### src/design/pms_pkg.sv
// Package for the polygon minimum separation block: sizes, command and status codes,
// and the sequencer state type.
// Used by every module in the design folder.
package pms_pkg;

    localparam int MAX_VERTICES = 16;
    localparam int VIDX_W = $clog2(MAX_VERTICES);
    localparam int CNT_W = $clog2(MAX_VERTICES + 1);

    localparam int COORD_W = 24;
    localparam int EDGE_W = 25;
    localparam int NORM_W = 16;
    localparam int SEP_W = 26;
    localparam int PROJ_W = 28;
    localparam int PROD_W = 2 * EDGE_W;

    localparam logic [1:0] CMD_LOAD_A = 2'd0;
    localparam logic [1:0] CMD_LOAD_B = 2'd1;
    localparam logic [1:0] CMD_COMPUTE = 2'd2;

    localparam logic [1:0] ST_OK = 2'd0;
    localparam logic [1:0] ST_A_EMPTY = 2'd1;
    localparam logic [1:0] ST_B_EMPTY = 2'd2;
    localparam logic [1:0] ST_OVERFLOW = 2'd3;

    typedef enum logic [4:0] {
        S_IDLE,
        S_A0,
        S_A1,
        S_A2,
        S_SQ0,
        S_SQ1,
        S_SQ2,
        S_SQW,
        S_DX,
        S_DXW,
        S_DY,
        S_DYW,
        S_B0,
        S_B1,
        S_P0,
        S_P1,
        S_P2,
        S_EDGE,
        S_OUT
    } pms_state_t;

endpackage

### src/design/pms_div.sv
// Iterative restoring divider for the normal components: round(mag * 2^15 / len).
// Depends on pms_pkg for the operand widths.
module pms_div
    import pms_pkg::*;
(
    input  logic                clk,
    input  logic                rst_n,
    input  logic                start,
    input  logic [EDGE_W-1:0]   mag,
    input  logic [EDGE_W-1:0]   divisor,
    output logic                done,
    output logic [NORM_W-1:0]   quotient
);

    logic [39:0]       num;
    logic [NORM_W-1:0] low_reg, low_next;
    logic [EDGE_W-1:0] rem_reg, rem_next;
    logic [EDGE_W-1:0] dvs_reg, dvs_next;
    logic [NORM_W-1:0] q_reg, q_next;
    logic [4:0]        cnt_reg, cnt_next;
    logic              busy_reg, busy_next;
    logic              done_reg, done_next;
    logic [EDGE_W:0]   rem_sh;

    always_comb
    begin
        num = {mag[EDGE_W-1:0], 15'd0} + 40'(divisor >> 1);
        rem_sh = {rem_reg, low_reg[NORM_W-1]};
        low_next = low_reg;
        rem_next = rem_reg;
        dvs_next = dvs_reg;
        q_next = q_reg;
        cnt_next = cnt_reg;
        busy_next = busy_reg;
        done_next = 1'b0;
        if (start)
        begin
            rem_next = EDGE_W'(num[39:16]);
            low_next = num[15:0];
            dvs_next = divisor;
            q_next = '0;
            cnt_next = '0;
            busy_next = 1'b1;
        end
        else if (busy_reg)
        begin
            low_next = {low_reg[NORM_W-2:0], 1'b0};
            if (rem_sh >= {1'b0, dvs_reg})
            begin
                rem_next = EDGE_W'(rem_sh - {1'b0, dvs_reg});
                q_next = {q_reg[NORM_W-2:0], 1'b1};
            end
            else
            begin
                rem_next = rem_sh[EDGE_W-1:0];
                q_next = {q_reg[NORM_W-2:0], 1'b0};
            end
            cnt_next = cnt_reg + 5'd1;
            if (cnt_reg == 5'(NORM_W - 1))
            begin
                busy_next = 1'b0;
                done_next = 1'b1;
            end
        end
    end

    always_ff @(posedge clk or negedge rst_n)
    begin
        if (!rst_n)
        begin
            busy_reg <= 1'b0;
            done_reg <= 1'b0;
            cnt_reg <= '0;
        end
        else
        begin
            busy_reg <= busy_next;
            done_reg <= done_next;
            cnt_reg <= cnt_next;
        end
    end

    always_ff @(posedge clk)
    begin
        low_reg <= low_next;
        rem_reg <= rem_next;
        dvs_reg <= dvs_next;
        q_reg <= q_next;
    end

    assign done = done_reg;
    assign quotient = q_reg;

endmodule

### config.mk
export PLATFORM = sky130hd
export DESIGN_NAME = pms_div
export DESIGN_NICKNAME = d
export VERILOG_FILES = /design/src/design/pms_pkg.sv /design/src/design/pms_div.sv
export SDC_FILE = /design/constraint.sdc
export NUM_CORES = 1
export LEC_CHECK = 0
export ABC_AREA = 1
export BUFFER_PORTS_ARGS = -buffer_cell sky130_fd_sc_hd__buf_2
export CAP_MARGIN = 20
export CORE_UTILIZATION = 45
export CTS_CLUSTER_DIAMETER = 30
export DETAILED_ROUTE_END_ITERATION = 7
export GPL_ROUTABILITY_DRIVEN = 1
export PLACE_DENSITY = 0.74
export REMOVE_ABC_BUFFERS = 1
export SLEW_MARGIN = 20
export SYNTH_ARGS = -nofsm -noshare
export SYNTH_HDL_FRONTEND = slang
export SYNTH_SLANG_ARGS = --single-unit
export TNS_END_PERCENT = 1
### constraint.sdc
create_clock -name clk -period 3.35 [get_ports clk]
set_clock_uncertainty 0.1 [all_clocks]
set_input_delay 0.335 -clock clk [delete_from_list [all_inputs] [get_ports clk]]
set_output_delay 0.335 -clock clk [all_outputs]
set_load 0.005 [all_outputs]
# Word-level counts from Yosys, hierarchy flattened
# Cells that the tools add are included.
# Widths: inputs -> output; s select.
[word_totals]
regBits = 89
in_bits = 53
out_inout_bits = 17
word_cells = 28
[op_classes]
add_sub_neg = 3
order_cmp = 1
n_eq_ne = 1
mux = 14
reduce_logical = 1
[ops]
columns = ["operator", "n"]
rows = [
  ["$mux 24", 2],
  ["$add 40x24->40", 1],
  ["$mux 16", 2],
  ["$ge 26x25->1", 1],
  ["$mux 25", 1],
  ["$sub 25x25->25", 1],
  ["$mux 5", 2],
  ["$mux 1", 7],
  ["$add 5x1->5 const B", 1],
  ["$eq 5x4->1 const B", 1],
  ["$reduce_bool 2->1", 1],
]

# Depth between registers and ports, before layout
[depth]
depth_word = 4
mapped_depth = 15
mapped_depth_nobuf = 15

# Worst setup path after synthesis
# Ideal clock, no wire load.
[synth_path]
kind = "reg-to-reg"
startpoint = "reg busy_reg"
endpoint = "reg low_reg[0], enable pin"
setup_ns = 0.420
t_arrival_ns = 1.907
slack_ns = 0.923
path_stages_with_launch = 4
path_buffers = 1
synth_period_minus_slack_ns = 2.427
path_cell_list = "dfrtp_1 > nor2_1 > clkinv_1 > buf_1"
[synth_via]
elab_chain_len = 1
[synth_rtl]
columns = ["item", "line", "rtl"]
rows = [
  ["start, declared", "pms_div.sv:21", "logic busy_reg, busy_next;"],
  ["start signal, assigned", "pms_div.sv:77", "busy_reg <= busy_next;"],
  ["$reduce_bool 2->1 (no line)", "--", ""],
  ["end signal, assigned", "pms_div.sv:85", "low_reg <= low_next;"],
  ["end, declared", "pms_div.sv:16", "logic [NORM_W-1:0] low_reg, low_next;"],
]
# Every way passes these cells.
# A chain may end at the register's enable or synchronous reset.

# Worst setup path after layout
[layout_path]
startpoint = "reg low_reg[15]"
endpoint = "reg rem_reg[22], data pin"
[layout_via]
elab_chain_len = 4
word_cells_on_any_way = 5
cone_classes = "1 x add/sub; 1 x order compare; 3 x mux"
[layout_rtl]
columns = ["item", "line", "rtl"]
rows = [
  ["$sub 25x25->25 or $ge 26x25->1 (tied branches)", "pms_div.sv:50, pms_div.sv:48", ""],
  ["$mux 25 *", "pms_div.sv:48", "if (rem_sh >= {1'b0, dvs_reg})"],
  ["$mux 24 *", "pms_div.sv:45", "else if (busy_reg)"],
  ["$mux 24 *", "pms_div.sv:36", "if (start)"],
  ["net rem_next[22]", "pms_div.sv:17", "logic [EDGE_W-1:0] rem_reg, rem_next;"],
  ["end signal, assigned", "pms_div.sv:86", "rem_reg <= rem_next;"],
  ["end, declared", "pms_div.sv:17", ""],
]
# The timed path passes the listed nets; every way through them passes the cells marked *. The select of a mux whose other input is x is not followed.

==> summary.txt <==
Critical path
  – CP max-delay cell: fa_1
  – Worst EP required: 3.35 ns
  – Family with the most delay on the worst path: simple AND/OR/NAND/NOR gates
  – FF-to-FF setup slack: 0.63 ns
  – Most common cell on crit path: nand2_1
  – Crit Path Class: reg2reg
  – Buf+Inv Stages, Crit Path: 2
  – Max incr delay on CP: 0.41 ns
  – Critical Path Start Type: flop
  – CP Cell Sequence: inv_1, ha_1, fa_1, inv_1, nand2_1, nand3_2, nand2_1, nand2_2, nand2_4, nand3_4, nand2_1, nand3_1, nand2_1
  – Critical path fanouts, max: 26
  – CP endpoint kind: flop
  – Arr. time, crit path: 2.72 ns

STA
  – Final hold violation count: 0
  – Setup TNS: 0 ns
  – # setup viols final: 0
  – Final setup margin: 0.626 ns
  – Min cycle time layout: 2.72 ns
  – Max_slew headroom: 0.607
  – F_max: 0.367 GHz
  – Slew Limit Fails: 0
  – Hold WS: 0.0694 ns
  – Fin crit share: 0.813
  – RSZ-0062 raised after global routing: no
  – Actual slew at the worst max-slew pin: 0.588 ns

Routing
  – WL per Instance: 14.1 um
  – Via density: 5.04
  – Wirelength, routed: 16.9 mm
  – Total number of vias: 6,054
  – # DRC: 0
  – 1st-iter DRT viols: 582
  – First drt pass iteration count: 5
  – ANT nets after route: 0

GRT
  – GRT Util Overall: 0.236
  – Global-route wire length before repair: 27.3 mm
  – Grt ovf: 0
  – Antenna violations before repair: 0
  – Pin count of the biggest net entering global routing: 46
  – Vias in the first global route: 5,650

Logic synthesis
  – Avg Cell Area, Syn: 6.94 um^2
  – Simple-gate share of the synthesized area: 0.350
  – Post-synthesis cell area: 6590 um^2
  – Synth Instances: 949
  – Sequential area share after synthesis: 0.375
  – Fraction of the mapped netlist area in compound gates: 0.0581
  – Synth top area cells: edfxtp_1 (30%), nand2_1 (20%), inv_1 (10%)
  – Distinct cell type count after synthesis: 37
  – YS warnings: 0
  – Post-synth top area cell: edfxtp_1
  – Post-Synth Adder-Cell Area: 0.0745
  – #FFs+latches synth: 89
  – Mux cell area share after synthesis: 0
  – Post-Synth XOR/XNOR Area: 0.0226
  – Largest family of logic cells by synthesized area: simple AND/OR/NAND/NOR gates
  – Synth top area share: 0.296

Power and ir drop
  – Net Sw Frac: 0.444
  – Logic pwr share: 0.518
  – Sw power: 2.38 mW
  – P_int: 2.98 mW
  – Pwr Density: 722 nW/um^2
  – Leak: 4.00 nW
  – Peak supply drop: 0.345 mV
  – Clk network pwr share: 0.191
  – Reg power frac: 0.292
  – Design Power: 5.37 mW

Floorplanning
  – Die width: 123 um
  – Die ar.: 15,100 um^2
  – CORE AREA: 14,100 um^2
  – Starting Density: 0.467
  – Chip height: 123 um
  – Num rows: 43
  – Io pins: 70

Status
  – Outcome: finished, final reports clean

Placed design
  – DP Worst Slack: 0.680 ns
  – I/O Buffers: 69
  – HPWL after DPL: 13.4 mm
  – Placed Cells: 1,184
  – Placer Congestion: 0.965
  – Dpl cell area: 7110 um^2

Final layout
  – Layout cells sized above 1: 0.109
  – Layout area overhead: 12.8%
  – Ant. Diodes: 0
  – Final Non-Filler Cells: 1,201
  – Finished Cell Area: 7430 um^2
  – Net count, final: 1,107
  – Final Util: 0.527
  – Most common cell after layout, fill and taps aside: nand2_1
  – # fillers: 1,376
  – Most frequent cells in the layout: nand2_1 (355), inv_1 (180), buf_2 (69)

CTS
  – CTS tree: built
  – Clock Tree Buf Depth: 2
  – Clk Latency, worst-skew pair: 0.34 ns
  – Root Buffer: clkbuf_16
  – H-tree levels: 3
  – CTS clock-pin slew for the worst setup and hold paths: 0.06 ns
  – Post-CTS sizing: 0
  – Post-CTS setup buffer count: 0
  – Clk sinks: 89
  – TritonCTS buffer count: 9

Min path
  – Worst hold-check path type: in2reg

Flow run
  – Max-cap violations: 0
## power groups by stage
stage                     clock, mW  combinational [mW]  sequential (mW)
after floorplan                   0                2.03             1.53
after global placement            0                2.70             1.58
after detailed placement          0                2.72             1.58
after CTS                      1.03                2.74             1.56
after global routing           1.06                3.14             1.58
final                          1.02                2.78             1.57
## synthesized netlist by cell type
cell type	count
nand3_4	1
nor3_1	6
o21bai_1	2
inv_1	180
nand3_2	2
dfrtp_1	7
clkinv_1	2
nand2_1	355
and3_1	2
edfxtp_1	65
nand3b_1	9
ha_1	36
nand2_2	4
o21ai_0	15
a21oi_1	26
and2_1	2
buf_6	2
nand3_1	62
a21o_1	4
o21a_1	2
xnor2_1	9
buf_2	6
nand2_4	1
dfxtp_1	17
nor3_2	2
clkbuf_1	8
inv_2	3
or2_1	1
o22ai_1	15
buf_1	3
nor2_2	6
fa_1	2
nor2_1	43
nand4_1	39
o211ai_1	1
a21oi_4	1
xor2_1	8
## area by class of cell
class	count	area, um^2	share of cell area
timing repair buffer	75	405	0.0545
inverter	185	694	0.0934
clock inverter	4	31.3	0.00421
sequential	89	2470	0.332
multi-input combinational	656	3330	0.448
tap	180	225	0.0303
clock buffer	12	278	0.0374
## logic make-up after synthesis
logic type               after synthesis
AO/OA/AOI/OAI                         66
XOR/XNOR                              17
adder cells (fa/ha/maj)               38
buffers and inverters                204
flip-flops                            89
AND/OR/NAND/NOR                      535
## final timing paths
kind                       cells after the start              startpoint                     end
max reg2reg                                   13   low_reg[15]$_DFFE_PP_   rem_reg[22]$_DFFE_PP_
min reg2reg                                    1  cnt_reg[3]$_DFFE_PN0P_  cnt_reg[3]$_DFFE_PN0P_
min                                            1              divisor[0]    dvs_reg[0]$_DFFE_PP_
min in group asynchronous                      2                   rst_n  cnt_reg[0]$_DFFE_PN0P_
max                                           13   low_reg[15]$_DFFE_PP_   rem_reg[22]$_DFFE_PP_
max in group asynchronous                      2                   rst_n  cnt_reg[1]$_DFFE_PN0P_
## routing by layer
metal	share of wire	track usage	vias up	wire length, um
met5	0	0	-	0
met4	0.028	0.109	0	471
met3	0.069	0.0309	33	1170
met2	0.44	0.369	214	7510
met1	0.46	0.326	2668	7800
li1	-	-	3139	-
## repair_timing
| item | CTS | global route |
|---|---|---|
| setup endpoints to repair | 0 | 0 |
| endpoints found under the hold margin | 7 | 0 |
| hold buffers | 1 | 0 |
Note: power is estimated with default switching activity, not from simulation.
