<file path="src/design/pms_pkg.sv">
// Package for the polygon minimum separation block: sizes, command and status codes,
// and the sequencer state type.
// Used by every module in the design folder.
package pms_pkg;

    localparam int MAX_VERTICES = 16;
    localparam int VIDX_W = $clog2(MAX_VERTICES);
    localparam int CNT_W = $clog2(MAX_VERTICES + 1);

    localparam int COORD_W = 24;
    localparam int EDGE_W = 25;
    localparam int NORM_W = 16;
    localparam int SEP_W = 26;
    localparam int PROJ_W = 28;
    localparam int PROD_W = 2 * EDGE_W;

    localparam logic [1:0] CMD_LOAD_A = 2'd0;
    localparam logic [1:0] CMD_LOAD_B = 2'd1;
    localparam logic [1:0] CMD_COMPUTE = 2'd2;

    localparam logic [1:0] ST_OK = 2'd0;
    localparam logic [1:0] ST_A_EMPTY = 2'd1;
    localparam logic [1:0] ST_B_EMPTY = 2'd2;
    localparam logic [1:0] ST_OVERFLOW = 2'd3;

    typedef enum logic [4:0] {
        S_IDLE,
        S_A0,
        S_A1,
        S_A2,
        S_SQ0,
        S_SQ1,
        S_SQ2,
        S_SQW,
        S_DX,
        S_DXW,
        S_DY,
        S_DYW,
        S_B0,
        S_B1,
        S_P0,
        S_P1,
        S_P2,
        S_EDGE,
        S_OUT
    } pms_state_t;

endpackage

</file>
<file path="src/design/pms_sqrt.sv">
// Iterative integer square root, two radicand bits per cycle.
// Depends on pms_pkg for the operand widths.
module pms_sqrt
    import pms_pkg::*;
(
    input  logic                clk,
    input  logic                rst_n,
    input  logic                start,
    input  logic [PROD_W-1:0]   radicand,
    output logic                done,
    output logic [EDGE_W-1:0]   root
);

    logic [PROD_W-1:0] rad_reg, rad_next;
    logic [EDGE_W:0]   rem_reg, rem_next;
    logic [EDGE_W-1:0] root_reg, root_next;
    logic [4:0]        cnt_reg, cnt_next;
    logic              busy_reg, busy_next;
    logic              done_reg, done_next;
    logic [EDGE_W+2:0] rem_sh;
    logic [EDGE_W+2:0] trial;

    always_comb
    begin
        rem_sh = {rem_reg, rad_reg[PROD_W-1:PROD_W-2]};
        trial = {1'b0, root_reg, 2'b01};
        rad_next = rad_reg;
        rem_next = rem_reg;
        root_next = root_reg;
        cnt_next = cnt_reg;
        busy_next = busy_reg;
        done_next = 1'b0;
        if (start)
        begin
            rad_next = radicand;
            rem_next = '0;
            root_next = '0;
            cnt_next = '0;
            busy_next = 1'b1;
        end
        else if (busy_reg)
        begin
            rad_next = {rad_reg[PROD_W-3:0], 2'b00};
            if (rem_sh >= trial)
            begin
                rem_next = (EDGE_W+1)'(rem_sh - trial);
                root_next = {root_reg[EDGE_W-2:0], 1'b1};
            end
            else
            begin
                rem_next = rem_sh[EDGE_W:0];
                root_next = {root_reg[EDGE_W-2:0], 1'b0};
            end
            cnt_next = cnt_reg + 5'd1;
            if (cnt_reg == 5'(EDGE_W - 1))
            begin
                busy_next = 1'b0;
                done_next = 1'b1;
            end
        end
    end

    always_ff @(posedge clk or negedge rst_n)
    begin
        if (!rst_n)
        begin
            busy_reg <= 1'b0;
            done_reg <= 1'b0;
            cnt_reg <= '0;
        end
        else
        begin
            busy_reg <= busy_next;
            done_reg <= done_next;
            cnt_reg <= cnt_next;
        end
    end

    always_ff @(posedge clk)
    begin
        rad_reg <= rad_next;
        rem_reg <= rem_next;
        root_reg <= root_next;
    end

    assign done = done_reg;
    assign root = root_reg;

endmodule

</file>
<file path="config.mk">
export PLATFORM = sky130hd
export DESIGN_NAME = pms_sqrt
export DESIGN_NICKNAME = d
export VERILOG_FILES = /design/src/design/pms_pkg.sv /design/src/design/pms_sqrt.sv
export SDC_FILE = /design/constraint.sdc
export NUM_CORES = 1
export LEC_CHECK = 0
export BUFFER_PORTS_ARGS = -buffer_cell sky130_fd_sc_hd__buf_2
export CAP_MARGIN = 20
export CORE_MARGIN = 2
export CORE_UTILIZATION = 50
export CTS_CLUSTER_DIAMETER = 100
export DETAILED_ROUTE_END_ITERATION = 8
export PLACE_DENSITY = 0.71
export SETUP_SLACK_MARGIN = 0.2
export SLEW_MARGIN = 0
export SYNTH_ARGS = -nofsm -noshare
export SYNTH_HDL_FRONTEND = slang
export SYNTH_SLANG_ARGS = --single-unit
export TNS_END_PERCENT = 1
</file>
<file path="constraint.sdc">
create_clock -name clk -period 3.5 [get_ports clk]
set_input_delay 0.175 -clock clk [delete_from_list [all_inputs] [get_ports clk]]
set_output_delay 0.175 -clock clk [all_outputs]
set_load 0.005 [all_outputs]
</file>
Word level (Yosys, flattened, before mapping):

Cells that the tools add are included.

* word-level logic and storage cells: 23
* output and inout port bits: 26
* input bits: 53
* register bits: 108

* reductions and logical operators: 1
* multiplexer cells: 12
* equal/unequal tests: 1
* add/sub/neg operators: 2
* order comparisons: 1

Operators by type and width (count)
* $mux W50: 2
* $ge A28 B27 Y1: 1
* $mux W26: 1
* $sub A26 B26 Y26: 1
* $mux W5: 2
* $mux W1: 7
* $add A5 B1 Y5 const B: 1
* $eq A5 B5 Y1 const B: 1
* $reduce_bool A2 Y1: 1

Longest topological paths before layout:

Gate-level depths: netlist of the first run.

* word-level depth: 4
* mapped depth: 13
* depth with buffers taken out: 10

Worst setup path after synthesis of the first run:

OpenSTA, ideal clock, no wires.

* path type: register -> register
* start point: register root_reg[7] (netlist: root[7])
* end point: register rem_reg[25]
* path buffers: 3
* data arrival time: 2489 ps
* path slack: 891 ps
* period minus slack after synthesis: 2609 ps
* library setup time: 120 ps
* required time: 3380 ps
* cell stages (with the launch flop): 13
* cell sequence: dfxtp_1 inv_1 ha_1 buf_6 a21o_1 or3_4 o21ai_4 a211oi_2 or3_1 buf_2 buf_6 a21oi_1 o31ai_1

* word-level cells in the longest chain between the ends: 2

RTL lines
* start: declaration: line pms_sqrt.sv:16 `logic [EDGE_W-1:0] root_reg, root_next;`
* start signal: assignment: line pms_sqrt.sv:83 `root_reg <= root_next;`
* $sub A26 B26 Y26 / $ge A28 B27 Y1 (equally long branches): line pms_sqrt.sv:46, pms_sqrt.sv:44
* $mux W26 (*): line pms_sqrt.sv:44 `if (rem_sh >= trial)`
* end signal: assignment: line pms_sqrt.sv:82 `rem_reg <= rem_next;`
* end: declaration: line pms_sqrt.sv:15 `logic [EDGE_W:0] rem_reg, rem_next;`

Every way passes the cells marked *; elsewhere a longest branch is shown, timed or not.
A chain may end at the register's enable or synchronous reset.

Worst setup path in the final report of the first run:

* start point: register root_reg[3] (netlist: root[3])
* end point: register rem_reg[19]

Same word-level chain as after synthesis.

==> results.sh, run 1 <==
export IMPL_cts_max_level=3
export IMPL_fin_area_um2=6830
export IMPL_cp_end_kind="flip-flop"
export IMPL_ys_warn_count=0
export IMPL_synth_top_area_share=0.248
export IMPL_pwr_density_cell_nw_per_um2=782
export IMPL_crit_fanout=10
export IMPL_ys_seq_area_frac=0.445
export IMPL_avgRoutedWirePerCell_um=16.3
export IMPL_slowest_delay_ns=0.56
export IMPL_fmax_mhz=330
export IMPL_crit_family="simple AND/OR/NAND/NOR gates"
export IMPL_synth_most_common_cell="nor2_1"
export IMPL_finalSetupTns_ns=0
export IMPL_wl_mm=13.4
export IMPL_io_pins=79
export IMPL_synth_async_reset_ratio=0.0648
export IMPL_die_h_um=114
export IMPL_ant_nets=0
export IMPL_fin_nets=752
export IMPL_finalHoldViolCount=0
export IMPL_synth_edff_count=50
export IMPL_synthCells=605
export IMPL_n_antenna_cell=0
export IMPL_vias_per_cell=5.84
export IMPL_area_growth_pct=12.8
export IMPL_cp_data_required_time_ns=3.72
export IMPL_drt_pre_antenna_iters=6
export IMPL_p_sw_mw=2.19
export IMPL_antenna_found_initial=0
export IMPL_ys_types=60
export IMPL_crit_arrival_ns=3.24
export IMPL_min_period_ns=3.03
export IMPL_crit_type="flip-flop to flip-flop"
export IMPL_vias=4801
export IMPL_clock_sinks=108
export IMPL_cts_root_buffer="clkbuf_16"
export IMPL_clockBufferDepth=2
export IMPL_fp_dieArea_um2=13000
export IMPL_reg2reg_slack_ns=0.47
export IMPL_finalPower_mw=5.34
export IMPL_cell_internal_pwr_mw=3.16
export IMPL_maxSlewHeadroom=0.319
export IMPL_pwr_share_comb=0.512
export IMPL_status="finished, final reports clean"
export IMPL_clock_latency_ns=0.36
export IMPL_vdd_drop_max_mv=0.293
export IMPL_dp_hpwl_mm=9.35
export IMPL_synth_common_cells="nor2_1 (65), dfxtp_1 (51), edfxtp_1 (50)"
export IMPL_synth_area_leaders="edfxtp_1 (25%), dfxtp_1 (17%), mux2_2 (8.9%)"
export IMPL_finalCritPeriodShare=0.865
export IMPL_yosysTopAreaCell="edfxtp_1"
export IMPL_port_buffers=78
export IMPL_tritoncts="built"
export IMPL_grt_usage=0.217
export IMPL_largest_reg_flops=50
export IMPL_crit_chain="inv_1, ha_1, a21oi_1, o21ai_0, or3_4, o21ai_4, a211oi_2, or3_1, buf_4, nand4_1, o221ai_1"
export IMPL_route_detailed_drc=0
export IMPL_clkPwrFrac=0.182
export IMPL_grt_pass1_wl_mm=22.5
export IMPL_gp_congestion=0.953
export IMPL_ys_seq_elements=108
export IMPL_leakagePower_nw=2.99
export IMPL_seq_power_share=0.306
export IMPL_min_delay_path_class="input pin to flip-flop"
export IMPL_synth_nets=687
export IMPL_rsz0062_at_grt="no"
export IMPL_drive_gt1_frac=0.241
export IMPL_ys_flop_type="dfxtp_1"
export IMPL_placed_area_um2=6550
export IMPL_cts_made_buffers=9
export IMPL_num_rows=40
export IMPL_die_w_um=114
export IMPL_sw_frac_of_total=0.409
export IMPL_worst_pin_slew_ns=1.02
export IMPL_grt_max_degree=68
export IMPL_clk_pin_slew_ns=0.07
export IMPL_worst_path_buf_inv=2
export IMPL_final_util=0.574
export IMPL_setup_viol=0
export IMPL_fill_cells=1052
export IMPL_start_util=0.509
export IMPL_skew_ns=0.00755
export IMPL_syn_avg_cell_area_um2=10.0
export IMPL_drt_iter0_drc=428
export IMPL_grt_ovfl_total=0
export IMPL_crit_path_top_delay_cell="or3_1"
export IMPL_max_cap_violations=0
export IMPL_syn_area_um2=6060
export IMPL_drv_slew=0
export IMPL_cp_start_kind="flip-flop"
export IMPL_core_area_um2=11900
export IMPL_grt_pass1_vias=4698
==> worst reg2reg max path, stage by stage, from the launching register on <==
cell	delay [ns]
dfxtp_1	0.38
inv_1	0.06
ha_1	0.37
a21oi_1	0.17
o21ai_0	0.12
or3_4	0.35
o21ai_4	0.25
a211oi_2	0.13
or3_1	0.56
buf_4	0.26
nand4_1	0.09
o221ai_1	0.14
==> final cells by class <==
type	count	area [µm²]	area share
multi-input cells	424	3050	0.447
repair buffers	89	478	0.0699
well taps	147	184	0.0269
flip-flops and latches	108	2700	0.395
clock buffers	10	229	0.0335
clock inverters	6	47.5	0.00696
inverters	38	143	0.0209
==> what timing repair did <==
action                                  CTS  global route
endpoints found under the hold margin     7             0
setup buffers                             0             0
hold buffers                              1             0
endpoints found under the setup margin    0             0
resized for setup                         0             0
==> power by group through the flow <==
stage	sequential, mW	clock (mW)	combinational, mW
3_5_place_dp	1.66	0	2.67
2_1_floorplan	1.62	0	2.11
3_3_place_gp	1.65	0	2.61
6_report	1.64	0.973	2.73
5_1_grt	1.66	1.04	3.02
4_1_cts	1.63	0.991	2.69
==> cells by family after synthesis <==
| logic type | after synthesis | synth area share |
|---|---|---|
| buffers and inverters | 73 | 0.0506 |
| muxes | 73 | 0.131 |
| adders and majority gates | 29 | 0.0599 |
| and+or+nand+nor | 171 | 0.133 |
| xor gates and xnor gates | 22 | 0.0318 |
| DFF | 108 | 0.445 |
| AOI/OAI and AO/OA | 129 | 0.149 |
==> layout by cell type (no fill, tap or decap), types with 4 or more instances in the layout <==
cell type / netlist / layout
a311oi_1: 11 / 11
edfxtp_1: 50 / 50
and2_1: 6 / 6
xnor2_1: 11 / 11
o21ai_1: 11 / 11
xor2_1: 11 / 11
mux2_2: 48 / 48
nor3_1: 5 / 5
dfxtp_1: 51 / 51
o21a_1: 4 / 4
or3_1: 4 / 4
nand2_1: 40 / 40
nor2_1: 65 / 65
a211oi_1: 7 / 7
clkbuf_16: 0 / 9
a21oi_1: 20 / 20
dfrtp_1: 7 / 6
and3_1: 4 / 4
nand3_1: 21 / 21
a31oi_1: 6 / 6
nand4_1: 10 / 10
o211ai_1: 10 / 10
buf_2: 5 / 77
inv_1: 38 / 37
mux2i_1: 25 / 25
o21ai_0: 21 / 21
buf_4: 1 / 11
a21o_1: 11 / 11
ha_1: 29 / 29
==> routing by layer <==
layer  up-vias  part of all wire  track usage
li1       2342                 -            -
met1      2285              0.45        0.292
met2       150              0.47        0.331
met3        24             0.060       0.0582
met4         0             0.019       0.0902
met5         -                 0            0
==> stage by stage <==
step                instances  hold slack (ns)  worst slack, ns
finish                    822           0.0993            0.471
global route              822            0.106            0.289
CTS                       822           0.0896            0.490
detailed placement        805           0.0137            0.501
global placement          805          0.00932            0.614
floorplan                 605           -0.121            0.891
==> final timing paths <==
check | from | endpoint | depth (start not counted)
hold reg to reg | rem_reg[25] | rem_reg[25] | 2
min in group asynchronous | rst_n | busy_reg | 2
hold / removal | radicand[0] | rad_reg[0] | 2
setup reg to reg | root[3] | rem_reg[19] | 11
setup / recovery | root[3] | rem_reg[19] | 11
max in group asynchronous | rst_n | busy_reg | 2
Note: power is estimated with default switching activity, not from simulation.
==> run 2, diff against run 1 <==
--- a/config.mk
+++ b/config.mk
@@ -8,10 +8,10 @@
 export BUFFER_PORTS_ARGS = -buffer_cell sky130_fd_sc_hd__buf_2
 export CAP_MARGIN = 20
 export CORE_MARGIN = 2
-export CORE_UTILIZATION = 50
+export CORE_UTILIZATION = 55
 export CTS_CLUSTER_DIAMETER = 100
 export DETAILED_ROUTE_END_ITERATION = 8
-export PLACE_DENSITY = 0.71
+export PLACE_DENSITY = 0.76
 export SETUP_SLACK_MARGIN = 0.2
 export SLEW_MARGIN = 0
 export SYNTH_ARGS = -nofsm -noshare
==> run 2 against run 1 <==
  * Sequential power about the same
  * Non-clock buffer count up 1
  * Clock-buffer cell count unchanged
  * Combinational power about the same
  * Utilization up 5.1 points
  * Critical endpoint is now rem_reg[10]
==> results.sh, run 2 (synthesis gave the netlist of run 1 again) <==
export IMPL_cts_max_level=3
export IMPL_min_delay_path_class="input pin to flip-flop"
export IMPL_route_detailed_drc=0
export IMPL_cp_end_kind="flip-flop"
export IMPL_crit_type="flip-flop to flip-flop"
export IMPL_pwr_density_cell_nw_per_um2=752
export IMPL_die_h_um=109
export IMPL_drt_iter0_drc=358
export IMPL_status="finished, final reports clean"
export IMPL_tritoncts="built"
export IMPL_wl_mm=13.2
export IMPL_vdd_drop_max_mv=0.357
export IMPL_worst_pin_slew_ns=0.993
export IMPL_crit_path_start="root[3]"
export IMPL_drive_gt1_frac=0.243
export IMPL_rr_startpoint="root[3]"
export IMPL_skew_ns=0.0122
export IMPL_cts_made_buffers=9
export IMPL_die_w_um=109
export IMPL_n_antenna_cell=0
export IMPL_grt_pass1_wl_mm=21.5
export IMPL_final_common_cell="buf_2"
export IMPL_cp_start_kind="flip-flop"
export IMPL_vias_per_cell=5.81
export IMPL_setup_viol=0
export IMPL_min_delay_start="radicand[37]"
export IMPL_ant_nets=0
export IMPL_final_cell_mix="buf_2 (77), nor2_1 (65), dfxtp_1 (51), edfxtp_1 (50), mux2_2 (48)"
export IMPL_finalHoldViolCount=0
export IMPL_cts_root_buffer="clkbuf_8"
export IMPL_final_util=0.625
export IMPL_io_pins=79
export IMPL_start_util=0.561
export IMPL_dp_hpwl_mm=9.58
export IMPL_finalPower_mw=5.07
export IMPL_leakagePower_nw=2.95
export IMPL_core_area_um2=10800
export IMPL_crit_fanout=11
export IMPL_finalSetupTns_ns=0
export IMPL_antenna_found_initial=0
export IMPL_crit_arrival_ns=3.31
export IMPL_drv_slew=0
export IMPL_grt_ovfl_total=0
export IMPL_grt_usage=0.230
export IMPL_port_buffers=78
export IMPL_maxSlewHeadroom=0.337
export IMPL_finalCritPeriodShare=0.878
export IMPL_clk_pin_slew_ns=0.11
export IMPL_max_cap_violations=0
export IMPL_clock_latency_ns=0.39
export IMPL_drt_pre_antenna_iters=5
export IMPL_num_rows=38
export IMPL_fin_area_um2=6740
export IMPL_grt_pass1_vias=4490
export IMPL_gp_congestion=0.930
export IMPL_placed_area_um2=6550
export IMPL_min_period_ns=3.07
export IMPL_cp_data_required_time_ns=3.73
export IMPL_vias=4739
export IMPL_fin_nets=753
export IMPL_largest_reg_flops=50
export IMPL_fp_dieArea_um2=11900
export IMPL_rsz0062_at_grt="no"
export IMPL_fmax_mhz=325
export IMPL_grt_max_degree=75
export IMPL_avgRoutedWirePerCell_um=16.1
export IMPL_clock_sinks=108
export IMPL_area_growth_pct=11.3
export IMPL_holdWs_ns=0.0768
export IMPL_clockBufferDepth=2
==> run 2: changes by cell type in the layout (fill, tap and decap cells not counted) <==
cell	delta
inv_8	-1
clkinv_8	+1
clkinv_4	+1
inv_6	+1
buf_4	+1
inv_4	-1
clkinv_2	-1
clkbuf_8	+9
clkbuf_16	-9
==> run 2: worst paths after layout <==
kind	depth (start not counted)	to	slack, ns
worst max-delay path	11	rem_reg[10]	0.43
worst max register to register	11	rem_reg[10]	0.43
min in group asynchronous	2	cnt_reg[0]	0.13
max in group asynchronous	2	busy_reg	3.19
worst min register to register	2	rem_reg[24]	0.48
worst min-delay path	2	rad_reg[37]	0.08
==> run 2: worst max-delay path, cell delays in order, from the launching register on <==
cell and delay (ns):
dfxtp_1 0.39, inv_1 0.06, ha_1 0.38, a21oi_1 0.17, o21ai_0 0.13, or3_4 0.36
o21ai_4 0.26, a211oi_2 0.13, or3_1 0.60, buf_4 0.26, nand4_1 0.09, a311oi_1 0.10
==> run 2: cell type report <==
| type | count | area, µm² |
|---|---|---|
| clock buffers | 10 | 128 |
| clock inverters | 6 | 58.8 |
| fillers | 895 | 4050 |
| inverters | 38 | 143 |
| multi-input cells | 424 | 3050 |
| flip-flops and latches | 108 | 2700 |
| well taps | 140 | 175 |
| repair buffers | 90 | 485 |
==> run 2: power by group <==
part / internal [mW] / switching, mW / leakage, nW / total (mW)
clock: 0.273 / 0.463 / 0.0902 / 0.736
sequential: 1.51 / 0.127 / 1.04 / 1.64
combinational: 1.14 / 1.56 / 1.82 / 2.70
total: 2.92 / 2.15 / 2.95 / 5.07
==> run 2: timing repair <==
action,in CTS,in global routing
hold buffers,1,0
buffers inserted,0,0
resized for setup,0,0
hold endpoints to repair,7,0
==> run 2: metrics by stage <==
stage               setup slack, ns  cells
floorplan                     0.891    605
global placement              0.581    799
detailed placement            0.503    799
CTS                           0.482    816
global route                  0.206    816
finish                        0.427    816
==> run 2: metal layers <==
| layer | share of wire | wire, µm | vias up | track usage |
|---|---|---|---|---|
| li1 | - | - | 2338 | - |
| met1 | 0.46 | 6020 | 2238 | 0.320 |
| met2 | 0.47 | 6130 | 139 | 0.362 |
| met3 | 0.061 | 797 | 24 | 0.0484 |
| met4 | 0.015 | 201 | 0 | 0.0696 |
| met5 | 0 | 0 | - | 0 |
==> run 3, diff against run 2 <==
--- a/config.mk
+++ b/config.mk
@@ -7,11 +7,10 @@
 export LEC_CHECK = 0
 export BUFFER_PORTS_ARGS = -buffer_cell sky130_fd_sc_hd__buf_2
 export CAP_MARGIN = 20
-export CORE_MARGIN = 2
-export CORE_UTILIZATION = 55
+export CORE_UTILIZATION = 58
 export CTS_CLUSTER_DIAMETER = 100
 export DETAILED_ROUTE_END_ITERATION = 8
-export PLACE_DENSITY = 0.76
+export PLACE_DENSITY = 0.8
 export SETUP_SLACK_MARGIN = 0.2
 export SLEW_MARGIN = 0
 export SYNTH_ARGS = -nofsm -noshare
==> run 3 against run 2 <==
  * Non-clock buffer count up 2
  * Clock power increased by 27%
  * Cell count fell by 0.61%
  * Via count increased by 0.78%
  * Die area is 8.5% lower
  * Cell area up 1.0%
  * Power rose by 4.1%
  * First-iteration DRC count down 13%
  * Wire length increased by 2.2%
==> results.sh, run 3 (synthesis gave the netlist of run 1 again) <==
export IMPL_maxSlewHeadroom=0.326
export IMPL_multi_input_area_um2=3050
export IMPL_drt_pre_antenna_iters=5
export IMPL_min_period_ns=3.01
export IMPL_gp_congestion=0.949
export IMPL_route_detailed_drc=0
export IMPL_drt_iter0_drc=310
export IMPL_leakagePower_nw=2.99
export IMPL_cts_root_buffer="clkbuf_8"
export IMPL_finalPower_mw=5.28
export IMPL_wl_mm=13.4
export IMPL_fmax_mhz=332
export IMPL_core_area_um2=9950
export IMPL_cp_start_kind="flip-flop"
export IMPL_clockBufferDepth=2
export IMPL_vias_per_cell=5.89
export IMPL_cp_end_kind="flip-flop"
export IMPL_cts_setup_buffers=0
export IMPL_cts_made_buffers=9
export IMPL_fin_area_um2=6810
export IMPL_die_w_um=104
export IMPL_pwr_density_cell_nw_per_um2=775
export IMPL_clk_pin_slew_ns=0.10
export IMPL_clock_latency_ns=0.39
export IMPL_cp_data_required_time_ns=3.79
export IMPL_skew_ns=0.00934
export IMPL_crit_arrival_ns=3.30
export IMPL_start_util=0.609
export IMPL_rsz0062_at_grt="no"
export IMPL_fill_cells=784
export IMPL_grt_pass1_wl_mm=22.5
export IMPL_cts_hold_buf=2
export IMPL_io_pins=79
export IMPL_ff2ff_path_depth=10
export IMPL_tritoncts="built"
export IMPL_layout_setup_ws_ns=0.486
export IMPL_status="finished, final reports clean"
export IMPL_crit_fanout=6
export IMPL_port_buffers=78
export IMPL_largest_reg_flops=50
export IMPL_ant_nets=0
export IMPL_cts_max_level=3
export IMPL_setup_viol=0
export IMPL_grt_ovfl_total=0
export IMPL_area_growth_pct=12.4
export IMPL_num_rows=36
export IMPL_die_h_um=104
export IMPL_finalCritPeriodShare=0.861
export IMPL_n_antenna_cell=0
export IMPL_antenna_found_initial=0
export IMPL_fin_nets=755
export IMPL_drive_gt1_frac=0.243
export IMPL_clock_sinks=108
export IMPL_fp_dieArea_um2=10900
export IMPL_crit_type="flip-flop to flip-flop"
export IMPL_whs_path_depth=2
export IMPL_cts_resized=0
export IMPL_vdd_drop_max_mv=0.531
export IMPL_avgRoutedWirePerCell_um=16.6
export IMPL_finalHoldViolCount=0
export IMPL_drv_slew=0
export IMPL_vias=4776
export IMPL_dp_hpwl_mm=9.56
export IMPL_grt_pass1_vias=4683
export IMPL_final_seq_area_um2=2700
export IMPL_max_cap_violations=0
export IMPL_min_delay_path_class="input pin to flip-flop"
export IMPL_final_util=0.684
export IMPL_finalSetupTns_ns=0
export IMPL_placed_area_um2=6550
export IMPL_post_place_ws_ns=0.576
export IMPL_final_cell_mix="buf_2 (77), nor2_1 (65), dfxtp_1 (51), edfxtp_1 (50), mux2_2 (48)"
export IMPL_final_common_cell="buf_2"
export IMPL_worst_pin_slew_ns=1.01
export IMPL_grt_max_degree=52
export IMPL_grt_usage=0.260
==> run 3: changes by cell type in the layout (fill, tap and decap cells not counted) <==
| cell | change |
|---|---|
| clkinv_8 | -1 |
| bufinv_16 | +3 |
| inv_8 | +1 |
| clkinvlp_4 | -1 |
| inv_6 | -1 |
| clkinv_4 | -1 |
| dlygate4sd3_1 | +1 |
| buf_4 | +1 |
==> run 3: critical path: stages (launching register included) <==
cell	delay [ns]
dfxtp_1	0.39
inv_1	0.06
ha_1	0.37
a21o_1	0.20
a21o_1	0.17
a2111oi_0	0.55
o21bai_1	0.20
a221o_1	0.34
or3_1	0.30
a211oi_1	0.25
o31ai_1	0.08
==> run 3: per-layer routing <==
| layer | routed length [µm] | vias up | global-route usage |
|---|---|---|---|
| met5 | 0 | - | 0 |
| met4 | 202 | 0 | 0.0786 |
| met3 | 750 | 19 | 0.0595 |
| met2 | 6440 | 149 | 0.428 |
| met1 | 6050 | 2264 | 0.340 |
| li1 | - | 2344 | - |
==> run 3: area by class of cell <==
| cell class | instances | share of cell area |
|---|---|---|
| multi-input combinational | 424 | 0.448 |
| sequential | 108 | 0.396 |
| timing repair buffer | 92 | 0.0738 |
| tap | 133 | 0.0244 |
| inverter | 38 | 0.0209 |
| clock buffer | 10 | 0.0187 |
| clock inverter | 6 | 0.0175 |
==> run 3: final timing paths <==
check	startpoint	to	slack, ns
hold / removal	radicand[0]	rad_reg[0]	0.07
setup reg to reg	root[16]	rem_reg[25]	0.49
min in group asynchronous	rst_n	busy_reg	0.13
max in group asynchronous	rst_n	busy_reg	3.20
hold reg to reg	rem_reg[25]	rem_reg[25]	0.48
setup / recovery	root[16]	rem_reg[25]	0.49
==> run 3: stage by stage <==
step / hold WS, ns / instances
final: 0.0667 / 811
after global routing: 0.0353 / 811
after CTS: 0.0442 / 811
after detailed placement: 0.0176 / 793
after global placement: 0.0125 / 793
after floorplan: -0.121 / 605
==> run 3: report_power, final <==
| part | total [mW] | internal, mW | switching [mW] |
|---|---|---|---|
| combinational | 2.70 | 1.14 | 1.57 |
| sequential | 1.64 | 1.51 | 0.127 |
| clock | 0.934 | 0.484 | 0.449 |
| total | 5.28 | 3.14 | 2.14 |
